--- config.mk ---
export PLATFORM = sky130hd
export DESIGN_NAME = wdc65816_alu_flags
export DESIGN_NICKNAME = d
export VERILOG_FILES = /design/src/rtl/wdcalu_pkg.sv /design/src/rtl/wdc65816_alu_flags.sv
export SDC_FILE = /design/constraint.sdc
export NUM_CORES = 1
export LEC_CHECK = 0
export ABC_AREA = 1
export BUFFER_PORTS_ARGS = -buffer_cell sky130_fd_sc_hd__buf_2
export CAP_MARGIN = 20
export CELL_PAD_IN_SITES_DETAIL_PLACEMENT = 0
export CELL_PAD_IN_SITES_GLOBAL_PLACEMENT = 2
export CORE_ASPECT_RATIO = 1.2
export CORE_MARGIN = 3
export CORE_UTILIZATION = 29
export DETAILED_ROUTE_END_ITERATION = 8
export PLACE_DENSITY_LB_ADDON = 0.05
export SETUP_SLACK_MARGIN = 0.2
export SLEW_MARGIN = 5
export SYNTH_ARGS = -nofsm -noshare
export SYNTH_HDL_FRONTEND = slang
export SYNTH_SLANG_ARGS = --single-unit
export TNS_END_PERCENT = 20
--- constraint.sdc ---
create_clock -name clk -period 3.4 [get_ports clk]
set_clock_uncertainty 0.05 [all_clocks]
set_input_delay 0.68 -clock clk [delete_from_list [all_inputs] [get_ports clk]]
set_output_delay 0.68 -clock clk [all_outputs]
set_load 0.005 [all_outputs]
--- src/rtl/wdcalu_pkg.sv ---
`timescale 1ns / 1ps
// ----------------------------------------------------------------------------
// wdcalu_pkg
// Operation codes, status bit masks and helper functions of the 65816-style
// accumulator, index and status core.
// ----------------------------------------------------------------------------
package wdcalu_pkg;

  typedef enum logic [3:0] {
    OP_ADC  = 4'd0,
    OP_SBC  = 4'd1,
    OP_INC  = 4'd2,
    OP_DEC  = 4'd3,
    OP_ASL  = 4'd4,
    OP_LSR  = 4'd5,
    OP_ROL  = 4'd6,
    OP_CMPA = 4'd7,
    OP_CMPX = 4'd8,
    OP_CMPY = 4'd9,
    OP_LDA  = 4'd10,
    OP_LDX  = 4'd11,
    OP_LDY  = 4'd12,
    OP_SETP = 4'd13
  } alu_op_t;

  localparam logic [7:0] FLAG_C = 8'h01;
  localparam logic [7:0] FLAG_Z = 8'h02;
  localparam logic [7:0] FLAG_X = 8'h10;
  localparam logic [7:0] FLAG_M = 8'h20;
  localparam logic [7:0] FLAG_V = 8'h40;
  localparam logic [7:0] FLAG_N = 8'h80;

  localparam logic [7:0] KEEP_NOT_NZ = 8'h7d;
  localparam logic [7:0] KEEP_NOT_C  = 8'hfe;
  localparam logic [7:0] KEEP_NOT_VC = 8'hbe;

  localparam logic [15:0] SIGN16    = 16'h8000;
  localparam logic [15:0] HIGH_BYTE = 16'hff00;

  // N and Z bits of a value at 8 or 16 bit width
  function automatic logic [7:0] nz_bits(input logic [15:0] v, input logic narrow);
    logic zero;
    logic neg;
    zero = narrow ? (v[7:0] == 8'h00) : (v == 16'h0000);
    neg  = narrow ? v[7] : ((v & SIGN16) != 16'h0000);
    return (zero ? FLAG_Z : 8'h00) | (neg ? FLAG_N : 8'h00);
  endfunction

  // accumulator write: 8-bit mode keeps the high byte
  function automatic logic [15:0] acc_write(input logic [15:0] a, input logic [15:0] v,
                                            input logic narrow);
    return narrow ? ((a & HIGH_BYTE) | {8'h00, v[7:0]}) : v;
  endfunction

endpackage

--- src/rtl/wdc65816_alu_flags.sv ---
`timescale 1ns / 1ps
// ----------------------------------------------------------------------------
// wdc65816_alu_flags
// Binary-mode accumulator, index and status core of a 65816-style processor.
// Each item (cmd, operand) runs one operation on A, X, Y and P and returns
// all four registers afterwards. Items go into an input register and are
// executed from there into the architectural registers, which drive the
// result ports directly. The block sustains one item per clock while the
// output side is not stalled; a result is offered after its item has moved
// through the input register into the architectural registers. The rate is
// set by the loop from A/X/Y/P through the 17-bit adder and flag logic back.
// ----------------------------------------------------------------------------
module wdc65816_alu_flags (
  input  logic        clk,
  input  logic        rst,
  input  logic        in_valid,
  output logic        in_ready,
  input  logic [3:0]  cmd,
  input  logic [15:0] operand,
  output logic        out_valid,
  input  logic        out_ready,
  output logic [15:0] acc_out,
  output logic [15:0] x_out,
  output logic [15:0] y_out,
  output logic [7:0]  flags_out
);

  logic        in_full;
  logic [3:0]  cmd_q;
  logic [15:0] op_q;
  logic        advance;

  logic [15:0] acc;
  logic [15:0] idx_x;
  logic [15:0] idx_y;
  logic [7:0]  stat;
  logic [15:0] acc_next;
  logic [15:0] idx_x_next;
  logic [15:0] idx_y_next;
  logic [7:0]  stat_next;

  // execute when the result register is free or being emptied
  assign advance  = in_full && (!out_valid || out_ready);
  assign in_ready = !in_full || advance;

  always_ff @(posedge clk) begin
    if (rst) begin
      in_full <= 1'b0;
    end else if (in_ready) begin
      in_full <= in_valid;
    end
    if (in_valid && in_ready) begin
      cmd_q <= cmd;
      op_q  <= operand;
    end
  end

  // datapath
  logic        m_narrow;
  logic        x_narrow;
  logic        c_in;
  logic [15:0] a_w;
  logic [15:0] op_w;
  logic [15:0] rhs_w;
  logic [16:0] sum;
  logic        add_c;
  logic        add_v;
  logic        cmp_narrow;
  logic [15:0] cmp_reg;
  logic [16:0] diff;
  logic [15:0] mod_res;
  logic [15:0] acc_mod;
  logic [15:0] acc_add;
  logic [15:0] acc_ld;
  logic [15:0] idx_ld;
  logic        shift_c;

  function automatic logic alu_op_is_sub(input logic [3:0] c);
    return c == wdcalu_pkg::OP_SBC;
  endfunction

  always_comb begin
    m_narrow = (stat & wdcalu_pkg::FLAG_M) != 8'h00;
    x_narrow = (stat & wdcalu_pkg::FLAG_X) != 8'h00;
    c_in     = (stat & wdcalu_pkg::FLAG_C) != 8'h00;

    a_w   = m_narrow ? {8'h00, acc[7:0]} : acc;
    op_w  = (alu_op_is_sub(cmd_q)) ? ~op_q : op_q;
    rhs_w = m_narrow ? {8'h00, op_w[7:0]} : op_w;
    sum   = {1'b0, a_w} + {1'b0, rhs_w} + {16'h0000, c_in};
    add_c = m_narrow ? sum[8] : sum[16];
    add_v = m_narrow ? (~(a_w[7] ^ rhs_w[7]) & (a_w[7] ^ sum[7]))
                     : (~(a_w[15] ^ rhs_w[15]) & (a_w[15] ^ sum[15]));
    acc_add = wdcalu_pkg::acc_write(acc, sum[15:0], m_narrow);

    // compares share one subtractor
    cmp_narrow = (cmd_q == wdcalu_pkg::OP_CMPA) ? m_narrow : x_narrow;
    case (cmd_q)
      wdcalu_pkg::OP_CMPX: cmp_reg = idx_x;
      wdcalu_pkg::OP_CMPY: cmp_reg = idx_y;
      default:             cmp_reg = acc;
    endcase
    if (cmp_narrow) begin
      diff = {9'h000, cmp_reg[7:0]} - {9'h000, op_q[7:0]};
    end else begin
      diff = {1'b0, cmp_reg} - {1'b0, op_q};
    end

    case (cmd_q)
      wdcalu_pkg::OP_INC: mod_res = acc + 16'h0001;
      wdcalu_pkg::OP_DEC: mod_res = acc - 16'h0001;
      wdcalu_pkg::OP_ASL: mod_res = {acc[14:0], 1'b0};
      wdcalu_pkg::OP_LSR: mod_res = {1'b0, a_w[15:1]};
      default:            mod_res = {acc[14:0], c_in};
    endcase
    acc_mod = wdcalu_pkg::acc_write(acc, mod_res, m_narrow);
    shift_c = (cmd_q == wdcalu_pkg::OP_LSR) ? acc[0]
                                            : (m_narrow ? acc[7] : acc[15]);

    acc_ld = wdcalu_pkg::acc_write(acc, op_q, m_narrow);
    idx_ld = x_narrow ? {8'h00, op_q[7:0]} : op_q;

    acc_next   = acc;
    idx_x_next = idx_x;
    idx_y_next = idx_y;
    stat_next  = stat;

    case (cmd_q)
      wdcalu_pkg::OP_ADC, wdcalu_pkg::OP_SBC: begin
        acc_next  = acc_add;
        stat_next = (stat & wdcalu_pkg::KEEP_NOT_NZ & wdcalu_pkg::KEEP_NOT_VC)
                  | wdcalu_pkg::nz_bits(acc_add, m_narrow)
                  | (add_v ? wdcalu_pkg::FLAG_V : 8'h00)
                  | (add_c ? wdcalu_pkg::FLAG_C : 8'h00);
      end
      wdcalu_pkg::OP_INC, wdcalu_pkg::OP_DEC: begin
        acc_next  = acc_mod;
        stat_next = (stat & wdcalu_pkg::KEEP_NOT_NZ) | wdcalu_pkg::nz_bits(acc_mod, m_narrow);
      end
      wdcalu_pkg::OP_ASL, wdcalu_pkg::OP_LSR, wdcalu_pkg::OP_ROL: begin
        acc_next  = acc_mod;
        stat_next = (stat & wdcalu_pkg::KEEP_NOT_NZ & wdcalu_pkg::KEEP_NOT_C)
                  | wdcalu_pkg::nz_bits(acc_mod, m_narrow)
                  | (shift_c ? wdcalu_pkg::FLAG_C : 8'h00);
      end
      wdcalu_pkg::OP_CMPA, wdcalu_pkg::OP_CMPX, wdcalu_pkg::OP_CMPY: begin
        // no borrow means reg >= operand
        stat_next = (stat & wdcalu_pkg::KEEP_NOT_NZ & wdcalu_pkg::KEEP_NOT_C)
                  | wdcalu_pkg::nz_bits(diff[15:0], cmp_narrow)
                  | (diff[16] ? 8'h00 : wdcalu_pkg::FLAG_C);
      end
      wdcalu_pkg::OP_LDA: begin
        acc_next  = acc_ld;
        stat_next = (stat & wdcalu_pkg::KEEP_NOT_NZ) | wdcalu_pkg::nz_bits(acc_ld, m_narrow);
      end
      wdcalu_pkg::OP_LDX: begin
        idx_x_next = idx_ld;
        stat_next  = (stat & wdcalu_pkg::KEEP_NOT_NZ) | wdcalu_pkg::nz_bits(idx_ld, x_narrow);
      end
      wdcalu_pkg::OP_LDY: begin
        idx_y_next = idx_ld;
        stat_next  = (stat & wdcalu_pkg::KEEP_NOT_NZ) | wdcalu_pkg::nz_bits(idx_ld, x_narrow);
      end
      wdcalu_pkg::OP_SETP: begin
        stat_next = op_q[7:0];
        // 8-bit index mode drops the index high bytes
        if ((op_q[7:0] & wdcalu_pkg::FLAG_X) != 8'h00) begin
          idx_x_next = {8'h00, idx_x[7:0]};
          idx_y_next = {8'h00, idx_y[7:0]};
        end
      end
      default: begin
      end
    endcase
  end

  always_ff @(posedge clk) begin
    if (rst) begin
      acc       <= 16'h0000;
      idx_x     <= 16'h0000;
      idx_y     <= 16'h0000;
      stat      <= 8'h00;
      out_valid <= 1'b0;
    end else begin
      if (advance) begin
        acc   <= acc_next;
        idx_x <= idx_x_next;
        idx_y <= idx_y_next;
        stat  <= stat_next;
      end
      if (advance) begin
        out_valid <= 1'b1;
      end else if (out_ready) begin
        out_valid <= 1'b0;
      end
    end
  end

  // the registers themselves hold the result until the next item executes
  assign acc_out   = acc;
  assign x_out     = idx_x;
  assign y_out     = idx_y;
  assign flags_out = stat;

endmodule

== Yosys cells after proc, flatten, opt, wreduce, memory -nomap -nowiden ==
Cells that the tools add are included.

* Flip-flop bits (word level): 78
* Input port bits: 24
* Output and inout bits: 58
* Word-level logic and storage cells: 138

* Add/subtract/negate cells: 6
* Equal/unequal tests: 14
* Muxes and demuxes: 46
* Bitwise operators: 28
* Reductions and logical operators: 34

{| class="wikitable"
|+ Operators with widths
! operator !! count
|-
| two-way mux 16 bit || 8
|-
| case mux 16 bit (2 select lines) || 3
|-
| zero test 16 bit || 5
|-
| case mux 16 bit (4 select lines) || 1
|-
| case mux 8 bit (7 select lines) || 1
|-
| bitwise OR 16 x 8 -> 16 bit || 3
|-
| case mux 16 bit (3 select lines) || 1
|-
| zero test 8 bit || 5
|-
| two-way mux 8 bit || 5
|-
| bitwise OR 2 x 8 -> 8 bit || 5
|-
| bitwise OR 7 x 8 -> 8 bit || 5
|-
| == test 4 bit (second input constant) || 6
|-
| bitwise OR 8 x 1 -> 8 bit || 3
|-
| two-way mux 1 bit || 20
|-
| adder 16 x 16 -> 17 bit || 1
|-
| adder 17 x 1 -> 17 bit || 1
|-
| two-way mux 17 bit || 1
|-
| subtractor 16 x 16 -> 17 bit || 1
|-
| adder 16 x 1 -> 16 bit (second input constant) || 1
|-
| == test 4 x 3 -> 1 bit (second input constant) || 4
|-
| inverter 16 bit || 1
|-
| subtractor 16 x 1 -> 16 bit (second input constant) || 1
|-
| AND reduction 3 bit || 4
|-
| two-way mux 2 bit || 5
|-
| other kinds (21) || 37
|}

== Depth between registers and ports, before layout ==
* Word-level depth: 15
* Depth in mapped cells: 26
* Mapped depth without buffers: 25

== Worst setup path after synthesis ==
No wires, ideal clock.

* Path type: flip-flop to flip-flop
* Start: register cmd_q[3]
* End: register stat[1] (netlist: flags_out[1])
* Library setup time: 0.056 ns
* Arrival: 3.689 ns
* Data required time: 3.294 ns
* Slack: -0.395 ns
* Cell stages (with the launch flop): 24
* Path buffers: 2
* Clock period less this slack: 3.795 ns
* Cells stage by stage: edfxtp_1 nor2_2 buf_2 nand2_1 nor2_1 clkbuf_1 xor2_1 fa_1 fa_1 inv_1 a31oi_1 o21ai_0 nand3_1 nand2_1 nand2_1 nand3_1 nand2_1 nor2_1 nand2_1 o21ai_0 nand2_1 nand4_1 nand2_1 inv_1

* Cells in the longest elaborated chain, start to end: 15
* Elaborated cells between the ends (all ways): 59
* Classes of those cells: add/sub: 4; eq/ne: 13; mux: 15; bitwise: 13; reduce/logical: 14

{| class="wikitable"
|+ Ends and longest elaborated chain
! item !! RTL line !! RTL
|-
| start, declared || wdc65816_alu_flags.sv:29 || <nowiki>logic [3:0] cmd_q;</nowiki>
|-
| start signal, assigned || wdc65816_alu_flags.sv:53 || <nowiki>cmd_q <= cmd;</nowiki>
|-
| == test 4 x 1 -> 1 bit || wdc65816_alu_flags.sv:79, wdc65816_alu_flags.sv:128 ||
|-
| two-way mux 16 bit || wdc65816_alu_flags.sv:88 || <nowiki>op_w = (alu_op_is_sub(cmd_q)) ? ~op_q : op_q;</nowiki>
|-
| two-way mux 16 bit || wdc65816_alu_flags.sv:89 || <nowiki>rhs_w = m_narrow ? {8'h00, op_w[7:0]} : op_w;</nowiki>
|-
| adder 16 x 16 -> 17 bit || wdc65816_alu_flags.sv:90 || <nowiki>sum = {1'b0, a_w} + {1'b0, rhs_w} + {16'h0000, c_in};</nowiki>
|-
| adder 17 x 1 -> 17 bit || wdc65816_alu_flags.sv:90 ||
|-
| bitwise OR 16 x 8 -> 16 bit || wdcalu_pkg.sv:52 || <nowiki>return narrow ? ((a & HIGH_BYTE) | {8'h00, v[7:0]}) : v;</nowiki>
|-
| two-way mux 16 bit || wdcalu_pkg.sv:52 ||
|-
| zero test 16 bit or zero test 8 bit (tied branches) || wdcalu_pkg.sv:44 || <nowiki>zero = narrow ? (v[7:0] == 8'h00) : (v == 16'h0000);</nowiki>
|-
| two-way mux 1 bit || wdcalu_pkg.sv:44 ||
|-
| two-way mux 2 bit || wdcalu_pkg.sv:46 || <nowiki>return (zero ? FLAG_Z : 8'h00) | (neg ? FLAG_N : 8'h00);</nowiki>
|-
| bitwise OR 2 x 8 -> 8 bit || wdcalu_pkg.sv:46 ||
|-
| bitwise OR 6 x 8 -> 8 bit || wdc65816_alu_flags.sv:132 || <nowiki>| wdcalu_pkg::nz_bits(acc_add, m_narrow)</nowiki>
|-
| bitwise OR 8 x 7 -> 8 bit || wdc65816_alu_flags.sv:133 || <nowiki>| (add_v ? wdcalu_pkg::FLAG_V : 8'h00)</nowiki>
|-
| bitwise OR 8 x 1 -> 8 bit || wdc65816_alu_flags.sv:134 || <nowiki>| (add_c ? wdcalu_pkg::FLAG_C : 8'h00);</nowiki>
|-
| case mux 8 bit (7 select lines) || wdc65816_alu_flags.sv:128 || <nowiki>case (cmd_q)</nowiki>
|-
| end signal, assigned || wdc65816_alu_flags.sv:189 || <nowiki>stat <= stat_next;</nowiki>
|-
| end, declared || wdc65816_alu_flags.sv:36 || <nowiki>logic [7:0] stat;</nowiki>
|}

Parallel ways exist; a longest one is shown, timed or not.
A chain may end at the register's enable or synchronous reset.

== Final worst setup path ==
* Start: register cmd_q[2]
* End: register acc[9] (netlist: acc_out[9])

* Cells in the longest elaborated chain, start to end: 7
* Elaborated cells between the ends (all ways): 20
* Classes of those cells: add/sub: 2; eq/ne: 7; mux: 6; reduce/logical: 5

{| class="wikitable"
|+ Ends and longest elaborated chain
! item !! RTL line !! RTL
|-
| == test 4 x 1 -> 1 bit || wdc65816_alu_flags.sv:79, wdc65816_alu_flags.sv:128 ||
|-
| two-way mux 16 bit || wdc65816_alu_flags.sv:88 ||
|-
| two-way mux 16 bit || wdc65816_alu_flags.sv:89 ||
|-
| adder 16 x 16 -> 17 bit || wdc65816_alu_flags.sv:90 ||
|-
| adder 17 x 1 -> 17 bit || wdc65816_alu_flags.sv:90 ||
|-
| two-way mux 16 bit || wdcalu_pkg.sv:52 ||
|-
| case mux 16 bit (3 select lines) || wdc65816_alu_flags.sv:128 ||
|-
| end signal, assigned || wdc65816_alu_flags.sv:186 || <nowiki>acc <= acc_next;</nowiki>
|-
| end, declared || wdc65816_alu_flags.sv:33 || <nowiki>logic [15:0] acc;</nowiki>
|}

Parallel ways exist; a longest one is shown, timed or not.

==> results.rst <==
.. list-table::
   :header-rows: 1

   * - Metric
     - Value
   * - Worst setup path startpoint
     - cmd_q[2]
   * - Area share of the largest cell type after synthesis
     - 0.1681
   * - Total CTS buffers
     - 9
   * - Full die area
     - 25720 µm²
   * - Worst-margin pin slew
     - 0.8367 ns
   * - Fraction of registers with async set/reset
     - 0
   * - DP Wirelength
     - between 20000 and 30000 µm
   * - Count of clock tree sinks
     - 78
   * - Fin crit period
     - 3.361 ns
   * - Total global-route track usage
     - 0.2616
   * - Internal power
     - 0.002113 W
   * - Final Max Tran Viols
     - 0
   * - Register-to-register path setup slack
     - roughly 0.04 ns
   * - Die span in y
     - ~180 µm
   * - Part of the total power dissipated in the clock network
     - 0.335
   * - Antenna violations before repair
     - 0
   * - Adder-cell share of the synthesized area
     - 0.06665
   * - Total power divided by cell area
     - 346.6 nW/µm²
   * - Post-DR wirelength/cell
     - between 20 and 25 µm
   * - Post-layout power
     - 0.003329 W
   * - Syn nets
     - 1170
   * - Global placer's final weighted congestion
     - just under 0.9
   * - Total Routed Length
     - ~34000 µm
   * - Dominant register cell in the synthesized netlist
     - dfxtp_1
   * - Share of the synthesized area in compound gates (AO/OA/AOI/OAI)
     - 0.2387
   * - Number of standard-cell rows in the floorplan
     - 61
   * - Worst hold-check path type
     - reg -> reg
   * - Post-synthesis mux area share
     - 0
   * - Count of antenna-violating nets left after detailed routing
     - 0
   * - Yosys top cell by area
     - dfxtp_1
   * - Max-cap violations
     - 0
   * - RSZ-0062 raised after global routing
     - true
   * - Relative max-transition margin
     - 0.4416
   * - Detailed Routing Iterations Pass 1
     - 5
   * - Switching part of the total power
     - 0.3653
   * - Peak supply drop
     - 231.9 µV
   * - Result of the run
     - finished, final reports clean
   * - Data arrival time of the critical path
     - 3.56 ns
   * - Number of cells on the worst reg-to-reg path
     - 20
   * - Reg2Reg Launch Point
     - cmd_q[2]
   * - Critical Path End
     - acc_out[9]
   * - Final-report setup violation count
     - 0
   * - Proportion of layout cells with a drive suffix above 1
     - 0.2729
   * - Main combinational cell family by area after synthesis
     - simple AND/OR/NAND/NOR gates
   * - Vias
     - 8363
   * - Number of primary I/O pins
     - 82
   * - Top library cells by usage in the layout, fill and taps aside
     - nand2_1, inv_1, nor2_1
   * - Critical Path Source Type
     - register
   * - Vias in the first global route
     - 8503
   * - Number of synthesized register bits
     - 78
   * - Clock Tree Buf Depth
     - 2
   * - Number of buffer cells added on primary ports
     - 81
   * - Proportion of power drawn by flip-flops and latches
     - 0.307
   * - Top area cells in the synthesized netlist
     - dfxtp_1, nand2_1, nor2_1, edfxtp_1, inv_1
   * - Effective utilization at floorplan
     - 0.2967
   * - Final #Nets
     - 1384
   * - Synthesis Warnings
     - 0
   * - X dimension of the die
     - 146.9 µm
   * - Post-synthesis cell area
     - 6908 µm²
   * - Clock Latency Late Sink
     - 0.35 ns
   * - Post-Syn Instances
     - around 1100
   * - # H-tree levels
     - 3
   * - Hold Worst Slack
     - between 0.4 and 0.5 ns
   * - Net switching component of the power
     - 0.001216 W
   * - Most common cell after layout, fill and taps aside
     - nand2_1
   * - # DRC
     - 0
   * - Area added between synthesis and finish
     - 39.07%
   * - CORE AREA
     - 23280 µm²
   * - Clock root buffer
     - clkbuf_16
   * - Setup WS post-layout
     - 0.03926 ns
   * - Sort of element at the end of the critical path
     - register
   * - Final hold violations
     - 0
   * - Worst Path Required
     - 3.60 ns
   * - Filler Cells Inserted
     - between 2000 and 3000
   * - Leakage
     - 4.824 nW
   * - Clock tree from TritonCTS
     - done
   * - Dpl ws
     - -0.2126 ns
   * - Fraction of the mapped netlist area in simple logic gates
     - 0.2954
   * - First-pass GRT wire length
     - 50850 µm
   * - Maximum number of pins on one net before global-route repair
     - 49
   * - Worst reg2reg path endpoint
     - acc_out[9]
   * - Number of distinct standard cells referenced by the synthesized netlist
     - 45
   * - Post-synth EDFFs
     - 20
   * - Ratio of final minimum period to clock period
     - 0.9885
   * - Number of antenna diodes
     - 0
   * - Mean area per synthesized cell
     - 6.218 µm²
   * - Portion of total power attributed to combinational logic
     - 0.358
   * - Post-synthesis share of cell area spent on xor and xnor gates
     - 0.03804
   * - Category of the most critical setup path
     - reg -> reg
   * - Max FO, Critical Path
     - 7
   * - Highest clock rate
     - 297.6 MHz
   * - Mean number of vias per cell
     - around 5.1
   * - Final global-route overflow total
     - 0
   * - DR iter-0 viols
     - approximately 540
   * - Sequential fraction of the synthesis area
     - 0.2550
   * - Clock-pin slew on the worst setup and hold paths
     - about 0.070 ns
-- synth_stat cells (5+ instances only) --
master / number
a211oi_1: 15
o21bai_1: 5
dfxtp_1: 58
a22oi_1: 6
clkbuf_1: 26
edfxtp_1: 20
nor2_1: 163
nor4_1: 5
o211ai_1: 12
xor2_1: 24
inv_1: 153
nand2_1: 234
a221oi_1: 11
o221ai_1: 5
a31oi_1: 10
a41oi_1: 11
o21ai_0: 91
nand3_1: 74
xnor2_1: 6
nor3_1: 12
inv_2: 5
a21oi_1: 86
ha_1: 32
-- worst max-delay path, cell delays in order (launching register included) --
cell and delay (ns):
edfxtp_1 0.43, buf_6 0.15, nor2_4 0.09, nand2_2 0.08
nor2_4 0.16, buf_12 0.16, buf_12 0.11, xor2_1 0.06
ha_1 0.35, buf_4 0.15, nand2_1 0.10, nor2_1 0.26
nand3_1 0.13, nand2_2 0.09, xnor2_1 0.14, o21ai_0 0.14
buf_4 0.15, a22oi_1 0.16, o211ai_1 0.12, o211ai_1 0.12
inv_1 0.06
-- flip-flops by register name, summed over array words and instances (netlist names) --
signal	flops
in_full	1
y_out	16
cmd_q	4
out_valid	1
op_q	16
flags_out	8
x_out	16
acc_out	16
-- through the flow --
step	instances	setup TNS, ns	util	area (µm²)
final	1645	0	0.4127	9607
after global routing	1645	-0.9920	0.4127	9607
after CTS	1635	0	0.3996	9303
after detailed placement	1606	-0.5887	0.3711	8640
after global placement	1606	-0.6873	0.3711	8640
after floorplan	1111	0	-	6962
-- layout make-up --
| type | count | area [µm²] | share of cell area |
|---|---|---|---|
| Multi-Input combinational cell | 841 | 4873 | 0.5073 |
| Sequential cell | 78 | 1762 | 0.1834 |
| Timing Repair Buffer | 234 | 1644 | 0.1711 |
| Inverter | 161 | 604.3 | 0.06291 |
| Tap cell | 315 | 394.1 | 0.04103 |
| Clock buffer | 10 | 250.2 | 0.02605 |
| Clock inverter | 6 | 78.83 | 0.008205 |
-- cells by family after synthesis --
group           Yosys count
flops                    78
buf+inv                 192
fa+ha+maj                35
compound gates          275
simple gates            501
xor+xnor                 30
-- how the worst min path moves through the flow --
stage                            start            to  depth (start not counted)
after floorplan           flags_out[2]  flags_out[2]                          2
after global placement    flags_out[2]  flags_out[2]                          2
after detailed placement  flags_out[2]  flags_out[2]                          2
after CTS                   operand[3]       op_q[3]                          1
after global routing        operand[3]       op_q[3]                          1
final                     flags_out[2]  flags_out[2]                          2
-- power by group through the flow --
stage	combinational [W]	clock (W)	sequential, W
global placement	0.00106	0	0.00104
detailed placement	0.00105	0	0.00104
floorplan	0.000569	0	0.00104
global route	0.00131	0.00118	0.00103
finish	0.00119	0.00111	0.00102
CTS	0.00112	0.00113	0.00102
-- routing by layer --
layer	share of wire	routed length (µm)	vias to the layer above	track usage
met5	0	0	-	0
met4	0.049	1672	0	0.1228
met3	0.043	1469	66	0.03761
met2	0.50	16980	227	0.4676
met1	0.41	14010	3913	0.3072
li1	-	-	4157	-
-- repair_timing --
item | in CTS | in global routing
pin swaps | 37 | 45
hold buffers | 0 | 0
buffers inserted | 13 | 9
endpoints found under the setup margin | 11 | 14
resized for setup | 69 | 60
gates cloned | 0 | 1
Note: power is estimated with default switching activity, not from simulation.
